===== config.mk =====
export PLATFORM = sky130hd
export DESIGN_NAME = six_axis_puck_packet_parser
export DESIGN_NICKNAME = d
export VERILOG_FILES = /design/src/rtl/core/sapp_pkg.sv /design/src/rtl/core/six_axis_puck_packet_parser.sv
export SDC_FILE = /design/constraint.sdc
export NUM_CORES = 1
export LEC_CHECK = 0
export BUFFER_PORTS_ARGS = -buffer_cell sky130_fd_sc_hd__buf_2
export CAP_MARGIN = 20
export CORE_MARGIN = 4
export CORE_UTILIZATION = 58
export CTS_CLUSTER_SIZE = 20
export DETAILED_ROUTE_END_ITERATION = 12
export PLACE_DENSITY = 0.79
export SLEW_MARGIN = 20
export SYNTH_ARGS = -nofsm -noshare
export SYNTH_HDL_FRONTEND = slang
export SYNTH_SLANG_ARGS = --single-unit

===== constraint.sdc =====
create_clock -name clock -period 4.94 [get_ports clock]
set_input_delay 0.988 -clock clock [delete_from_list [all_inputs] [get_ports clock]]
set_output_delay 0.988 -clock clock [all_outputs]
set_load 0.01 [all_outputs]

===== src/rtl/core/sapp_pkg.sv =====
// ----------------------------------------------------------------------------
// sapp_pkg: six-axis puck packet parser definitions
// Packet kinds, protocol characters and the digit code table.
// ----------------------------------------------------------------------------
package sapp_pkg;

   localparam logic [7:0] TermChar   = 8'h0d;
   localparam logic [7:0] LeadMotion = 8'h64;  // 'd'
   localparam logic [7:0] LeadKey    = 8'h6b;  // 'k'

   localparam int unsigned NumDigits = 24;
   localparam logic [4:0]  MaxCount  = 5'd25;
   localparam logic [15:0] AxisOffset = 16'h8000;

   typedef enum logic [1:0] {
      KIND_MOTION = 2'd0,
      KIND_KEY    = 2'd1,
      KIND_OTHER  = 2'd2
   } kind_type;

   function automatic logic [3:0] digit_value(input logic [7:0] c);
      logic [3:0] v;
      case (c)
         8'h30:   v = 4'd0;   // '0'
         8'h41:   v = 4'd1;   // 'A'
         8'h42:   v = 4'd2;   // 'B'
         8'h33:   v = 4'd3;   // '3'
         8'h44:   v = 4'd4;   // 'D'
         8'h35:   v = 4'd5;   // '5'
         8'h36:   v = 4'd6;   // '6'
         8'h47:   v = 4'd7;   // 'G'
         8'h48:   v = 4'd8;   // 'H'
         8'h39:   v = 4'd9;   // '9'
         8'h3a:   v = 4'd10;  // ':'
         8'h4b:   v = 4'd11;  // 'K'
         8'h3c:   v = 4'd12;  // '<'
         8'h4d:   v = 4'd13;  // 'M'
         8'h4e:   v = 4'd14;  // 'N'
         8'h3f:   v = 4'd15;  // '?'
         default: v = 4'd0;
      endcase
      return v;
   endfunction

endpackage


===== src/rtl/core/six_axis_puck_packet_parser.sv =====
// ----------------------------------------------------------------------------
// six_axis_puck_packet_parser
// A terminator beat passes from the input register to the result register.
// Throughput: one byte per cycle, but a terminator waits on a stalled result;
//   one pass decodes a byte from the input register into held and result regs.
// Reset (synchronous, active high) clears packet state, held axes and buttons.
// ----------------------------------------------------------------------------
// Decodes carriage-return terminated packets: 'd' motion and 'k' key packets.
// ----------------------------------------------------------------------------
module six_axis_puck_packet_parser (
   input  logic               clock,
   input  logic               reset,
   input  logic               req_valid,
   output logic               req_ready,
   input  logic [7:0]         req_rx_byte,
   output logic               rsp_valid,
   input  logic               rsp_ready,
   output logic [1:0]         rsp_packet_kind,
   output logic signed [15:0] rsp_trans_x,
   output logic signed [15:0] rsp_trans_y,
   output logic signed [15:0] rsp_trans_z,
   output logic signed [15:0] rsp_rot_x,
   output logic signed [15:0] rsp_rot_y,
   output logic signed [15:0] rsp_rot_z,
   output logic [8:0]         rsp_button_bits
);

   logic        in_valid_ff;
   logic [7:0]  in_byte_ff;

   logic [4:0]  char_index_ff, char_index_in;
   logic [7:0]  lead_char_ff, lead_char_in;
   logic [3:0]  nibble_ff [sapp_pkg::NumDigits];
   logic [3:0]  nibble_in [sapp_pkg::NumDigits];
   logic [15:0] trans_ff [3];
   logic [15:0] trans_in [3];
   logic [15:0] axis [6];
   logic [8:0]  buttons_ff, buttons_in;

   logic        out_valid_ff;
   logic [1:0]  out_kind_ff, out_kind_in;
   logic [15:0] out_rot_ff [3];
   logic [15:0] out_rot_in [3];

   logic        is_term;
   logic        advance;
   logic [3:0]  dval;

   assign is_term   = (in_byte_ff == sapp_pkg::TermChar);
   assign advance   = in_valid_ff && (!is_term || !out_valid_ff || rsp_ready);
   assign req_ready = !in_valid_ff || advance;
   assign dval      = sapp_pkg::digit_value(in_byte_ff);

   always_comb begin
      for (int a = 0; a < 6; a++) begin
         axis[a] = {nibble_ff[4*a], nibble_ff[4*a+1], nibble_ff[4*a+2],
                    nibble_ff[4*a+3]} ^ sapp_pkg::AxisOffset;
      end
   end

   always_comb begin
      char_index_in = char_index_ff;
      lead_char_in  = lead_char_ff;
      buttons_in    = buttons_ff;
      out_kind_in   = sapp_pkg::KIND_OTHER;
      for (int i = 0; i < sapp_pkg::NumDigits; i++) begin
         nibble_in[i] = nibble_ff[i];
      end
      for (int i = 0; i < 3; i++) begin
         trans_in[i]   = trans_ff[i];
         out_rot_in[i] = 16'd0;
      end
      if (is_term) begin
         if (lead_char_ff == sapp_pkg::LeadMotion) begin
            out_kind_in = sapp_pkg::KIND_MOTION;
            for (int i = 0; i < 3; i++) begin
               trans_in[i]   = axis[i];
               out_rot_in[i] = axis[i+3];
            end
         end else if (lead_char_ff == sapp_pkg::LeadKey) begin
            out_kind_in = sapp_pkg::KIND_KEY;
            buttons_in  = {nibble_ff[2][0], nibble_ff[1], nibble_ff[0]};
         end
         char_index_in = 5'd0;
         lead_char_in  = 8'd0;
         for (int i = 0; i < sapp_pkg::NumDigits; i++) begin
            nibble_in[i] = 4'd0;
         end
      end else begin
         if (char_index_ff == 5'd0) begin
            lead_char_in = in_byte_ff;
         end
         for (int i = 0; i < sapp_pkg::NumDigits; i++) begin
            if (char_index_ff == 5'(i + 1)) begin
               nibble_in[i] = dval;
            end
         end
         if (char_index_ff < sapp_pkg::MaxCount) begin
            char_index_in = char_index_ff + 5'd1;
         end
      end
   end

   always_ff @(posedge clock) begin
      if (reset) begin
         in_valid_ff   <= 1'b0;
         out_valid_ff  <= 1'b0;
         char_index_ff <= 5'd0;
         lead_char_ff  <= 8'd0;
         buttons_ff    <= 9'd0;
         for (int i = 0; i < sapp_pkg::NumDigits; i++) begin
            nibble_ff[i] <= 4'd0;
         end
         for (int i = 0; i < 3; i++) begin
            trans_ff[i] <= 16'd0;
         end
      end else begin
         if (req_ready) begin
            in_valid_ff <= req_valid;
         end
         out_valid_ff <= (out_valid_ff && !rsp_ready) || (advance && is_term);
         if (advance) begin
            char_index_ff <= char_index_in;
            lead_char_ff  <= lead_char_in;
            buttons_ff    <= buttons_in;
            for (int i = 0; i < sapp_pkg::NumDigits; i++) begin
               nibble_ff[i] <= nibble_in[i];
            end
            for (int i = 0; i < 3; i++) begin
               trans_ff[i] <= trans_in[i];
            end
         end
      end
   end

   always_ff @(posedge clock) begin
      if (req_ready && req_valid) begin
         in_byte_ff <= req_rx_byte;
      end
      if (advance && is_term) begin
         out_kind_ff <= out_kind_in;
         for (int i = 0; i < 3; i++) begin
            out_rot_ff[i] <= out_rot_in[i];
         end
      end
   end

   // held values in the result beat are copied from the next held state;
   // they change only when a terminator loads a new result
   logic [15:0] rsp_trans_ff [3];
   logic [8:0]  rsp_buttons_ff;

   always_ff @(posedge clock) begin
      if (advance && is_term) begin
         rsp_buttons_ff <= buttons_in;
         for (int i = 0; i < 3; i++) begin
            rsp_trans_ff[i] <= trans_in[i];
         end
      end
   end

   assign rsp_valid       = out_valid_ff;
   assign rsp_packet_kind = out_kind_ff;
   assign rsp_trans_x     = rsp_trans_ff[0];
   assign rsp_trans_y     = rsp_trans_ff[1];
   assign rsp_trans_z     = rsp_trans_ff[2];
   assign rsp_rot_x       = out_rot_ff[0];
   assign rsp_rot_y       = out_rot_ff[1];
   assign rsp_rot_z       = out_rot_ff[2];
   assign rsp_button_bits = rsp_buttons_ff;

endmodule

==> Word-level counts from Yosys, hierarchy flattened <==
Memories as Yosys holds them, arrays and structs flattened.
Cells that the tools add are included.
W data, S select, Z words.
{ "totals": {"register_bits": 43, "ram_bits": 240, "input_bits": 12, "output_inout_bits": 109, "mem_count": 4} }
{ "memory_table": {"columns": ["name", "words", "width", "rd", "rd_clocked_by_memory_dff", "wr", "line", "text"], "rows": [
  ["nibble_ff", 24, 4, 24, 0, 24, "six_axis_puck_packet_parser.sv:33", "logic [3:0] nibble_ff [sapp_pkg::NumDigits];"],
  ["out_rot_ff", 3, 16, 3, 0, 3, "six_axis_puck_packet_parser.sv:42", "logic [15:0] out_rot_ff [3];"],
  ["rsp_trans_ff", 3, 16, 3, 0, 3, "six_axis_puck_packet_parser.sv:150", "logic [15:0] rsp_trans_ff [3];"],
  ["trans_ff", 3, 16, 3, 0, 3, "six_axis_puck_packet_parser.sv:35", "logic [15:0] trans_ff [3];"]
]} }
{ "classes": {"add_sub_neg": 1, "order_cmp": 1, "eq_ne": 42, "n_mux": 73, "bitwise_logic": 34, "reduce_logical": 18} }
{ "ops": {"columns": ["op", "count"], "rows": [
  ["$mux W4", 48],
  ["$mux W48", 4],
  ["$mux W96", 1],
  ["$eq A8 B7 Y1 const B", 10],
  ["$pmux W4 S15", 1],
  ["$eq A8 B6 Y1 const B", 7],
  ["$mux W16", 3],
  ["$eq A5 B5 Y1 const B", 9],
  ["$eq A5 B4 Y1 const B", 8],
  ["$mux W9", 3],
  ["$or A1 B1 Y1", 27],
  ["$eq A5 B3 Y1 const B", 4],
  ["$mux W8", 2],
  ["$eq A5 B2 Y1 const B", 2],
  ["$mux W5", 2],
  ["$eq A8 B4 Y1 const B", 1],
  ["$mux W1", 7],
  ["$not A1 Y1", 7],
  ["$add A5 B1 Y5 const B", 1],
  ["$eq A5 B1 Y1 const B", 1],
  ["$logic_not A5 Y1", 1],
  ["$lt A5 B5 Y1 const B", 1],
  ["$logic_and A1 B1 Y1", 4],
  ["$logic_not A1 Y1", 4],
  ["5 further kinds", 11]
]} }

==> Longest topological paths before layout <==
{ "depth": {"word_depth": 9, "depth_mapped": 8, "depth_no_buf": 6} }

==> Worst setup path before layout <==
OpenSTA, ideal clock, no wires.
{ "synth_timing": {"path_type": "reg-to-reg", "start": "register in_byte_ff[4]", "end": "memory out_rot_ff[0][0], enable pin", "arrival_ns": 3.894, "setup_slack_ns": 0.567, "stages_incl_launch_ff": 5, "period_less_slack_ns": 4.373, "path_cell_list": "edfxtp_1 or4_1 buf_2 nor2_1 and3_1"} }
{ "synth_rtl": {"columns": ["element", "line", "text"], "rows": [
  ["start, declared", "six_axis_puck_packet_parser.sv:29", "logic [7:0] in_byte_ff;"],
  ["start signal, assigned", "six_axis_puck_packet_parser.sv:138", "in_byte_ff <= req_rx_byte;"],
  ["end, declared", "six_axis_puck_packet_parser.sv:42", null]
]} }

==> Final worst setup path <==
{ "layout_timing": {"start": "register in_byte_ff[4]", "end": "output req_ready"} }
{ "layout_between": {"elab_chain_len": 6} }
{ "layout_rtl": {"columns": ["element", "line", "text"], "rows": [
  ["$eq A8 B4 Y1", "six_axis_puck_packet_parser.sv:49", "assign is_term = (in_byte_ff == sapp_pkg::TermChar);"],
  ["$logic_not A1 Y1", "six_axis_puck_packet_parser.sv:50", "assign advance = in_valid_ff && (!is_term || !out_valid_ff || rsp_ready);"],
  ["$logic_or A1 B1 Y1 (2 in a row)", "six_axis_puck_packet_parser.sv:50", null],
  ["$logic_and A1 B1 Y1", "six_axis_puck_packet_parser.sv:50", null],
  ["$logic_or A1 B1 Y1", "six_axis_puck_packet_parser.sv:51", "assign req_ready = !in_valid_ff || advance;"],
  ["end, declared", "six_axis_puck_packet_parser.sv:14", "output logic req_ready,"]
]} }
No other way between the ends.

==> out/qor.yml <==
yosys:
  synth_ff_type: "edfxtp_1"
  synth-seq-area-share_pct: 76.5
  synth.most_common_cell: "edfxtp_1"
  yosysTopAreaCellShare_pct: 72.1
  yosysUniqueCellTypes: 46
  syn_nets: 769
  synth.area.top_cells: "edfxtp_1, nand2_1, dfxtp_1, a21oi_1, and2_1"
  synth_seq_cells: 283
  yosys_warnings: 0
  synth_edf_count: 259
  synthArstFlopShare_pct: 0
  ys_top_cells_by_count: "edfxtp_1, nand2_1, a21oi_1"
  syn-cell-area_um2: 10800
  synth_top_area_cell: "edfxtp_1"
  netlist_instances: 752
  avgSynthCellArea_um2: 14.4
sta:
  period_share_pct: 68.8
  hold_viol: 0
  setup_viol: 0
  relSlewSlack_pct: 26.0
  max_freq_mhz: 294
  tightest_slew_ns: 1.11
  rsz0062_at_grt: "false"
  setup_tns_ns: 0
  slew_viol_final: 0
  period_minus_slack_ns: 3.40
  finClkSkew_ns: 0.00872
pwr:
  intPower_mw: 3.88
  sequentialPowerShare_pct: 56.1
  clkPwrFrac_pct: 40.6
  peakVddDrop_v: 0.000328
  p_sw_uw: 957
  swShare_pct: 19.8
  finalPower_mw: 4.84
  powerDensity_nw_per_um2: 387
  combPwrFrac_pct: 3.3
  total_leakage_power_nw: 5.02
routing:
  first_pass_iters: 5
  drt-initial-drc-count: 651
  avgRoutedWirePerCell_um: 18.1
  avgViaCountPerCell: 5.53
  drtAntennaViolNets: 0
  wirelength_um: 20300
  drc_errors: 0
  vias: 6214
hold_path:
  worstHoldStart: "lead_char_ff[5]"
  whs_path_depth: 2
  min_to: "lead_char_ff[5]"
  hold_path.class: "flop to flop"
floorplan:
  start_util_pct: 59.5
  design.core.area_um2: 18100
  die_y_um: 144
  rows: 49
  io_pins: 121
  fp.dieW_um: 144
  die_area_um2: 20900
clock_network:
  clockRootBuffer: "clkbuf_16"
  cts_buffers: 26
  cts.clk_slew.worst_paths_ns: 0.06
  cts_tree: "built"
  insertion_delay_ns: 0.52
  cts_hold_buf: 0
  cts.sinks: 283
  htree_levels: 1
  cts-resized-gates: 0
  clk_path_buf_depth: 3
  post_cts_buffers: 0
worst_setup_path:
  crit_arrival_ns: 2.41
  worst-r2r-cell-count: 5
  required_ns: 3.95
  path_class: "flop to output pin"
  rr_startpoint: "in_byte_ff[4]"
  rrSetupSlack_ns: 1.99
  startpoint_type: "flop"
  r2r-end: "trans_ff[0][39]"
  cp_max_fo: 6
  crit_path_end_kind: "output pin"
place:
  io_buffers: 120
  gp_congestion: 0.780
  place_area_um2: 11600
  place_inst: 1075
  dp_hpwl_um: 12900
cells_and_area:
  multiInputGateArea_um2: 2370
  seqCellArea_um2: 8260
  drive_above_1_share_pct: 20.2
  nFillCells: 1163
  final_cells: 1124
  insertedDiodeCount: 0
  final_net_count: 892
  area_delta_synth_final_pct: 15.8
  stdcell_area_um2: 12500
  final_util_pct: 68.9
grt:
  grt_max_degree: 108
  antenna_found_initial: 0
  grt_pass1_vias: 5894
  globalRoute.totalOverflow: 0
  grt_pass1_wl_um: 31600
  grt_usage_pct: 19.4
flow_run:
  drv_cap: 0
outcome:
  run_status: "complete, no violations"
worst max-delay path, cell delays in order, from the launching register on:
cell and delay, ns:
edfxtp_1 0.44, or4_1 0.72, nor2_1 0.39, nand3_1 0.17
buf_2 0.19
placed cells by master (no fill, tap or decap), drive strengths merged, types with 4 or more instances in the layout:
cell type / n
a22o: 9
nand3: 8
clkbuf: 35
nor2b: 7
clkinv: 12
inv: 5
buf: 132
edfxtp: 259
mux2i: 13
a21oi: 76
ha: 5
and2: 46
mux2: 10
nand2b: 4
nand2: 170
xnor3: 4
dfxtp: 24
nor2: 37
flip-flops by register name, indices dropped and copies added, names as in the netlist:
| register | flops |
|---|---|
| rsp_button_bits | 9 |
| char_index_ff | 5 |
| out_rot_ff | 48 |
| trans_ff | 48 |
| in_byte_ff | 8 |
| rsp_packet_kind | 2 |
| buttons_ff | 9 |
| rsp_trans_ff | 48 |
| rsp_valid | 1 |
| lead_char_ff | 8 |
| nibble_ff | 96 |
| in_valid_ff | 1 |
area by class of cell:
cell class	instances	share of cell area [%]
Sequential cell	283	66.1
Multi-Input combinational cell	426	18.9
Clock buffer	35	5.89
Timing Repair Buffer	132	5.73
Tap cell	229	2.29
Clock inverter	13	0.901
Inverter	6	0.180
power by group through the flow:
stage / sequential, mW / combinational, mW / clock (mW)
floorplan: 2.75 / 0.121 / 0
global placement: 2.76 / 0.149 / 0
detailed placement: 2.77 / 0.154 / 0
CTS: 2.72 / 0.156 / 1.99
global route: 2.72 / 0.175 / 2.10
finish: 2.72 / 0.159 / 1.96
kinds of logic after synthesis:
logic type	after synthesis	synth area share, %
AND/OR/NAND/NOR	295	12.9
flip-flops	283	76.5
AO/OA/AOI/OAI	99	5.24
buffers and inverters	43	1.67
multiplexers	23	2.25
adder cells (fa/ha/maj)	5	0.580
XOR/XNOR	4	0.835
metrics by stage:
stage | hold slack (ns) | worst slack (ns)
4_1_cts | 0.468 | 1.56
3_5_place_dp | 0.452 | 1.97
3_3_place_gp | 0.449 | 2.12
5_1_grt | 0.488 | 1.42
6_report | 0.470 | 1.54
2_1_floorplan | 0.438 | 0.567
per-layer routing:
layer  GRT usage, %  wire length (µm)
met1           27.2              8450
met2           32.6             10300
met3           3.11              1320
met4           4.52               264
met5              0                 0
how the worst max path moves through the flow:
stage | start | endpoint | cells past startpoint
after floorplan | in_byte_ff[4] | out_rot_ff[0][0] | 4
after detailed placement | reset | nibble_ff[0][21] | 5
after global routing | in_byte_ff[4] | req_ready | 4
final | in_byte_ff[4] | req_ready | 4
after global placement | in_byte_ff[4] | trans_ff[0][41] | 5
after CTS | in_byte_ff[4] | req_ready | 4
No activity file was read; power rests on OpenSTA's default activity.
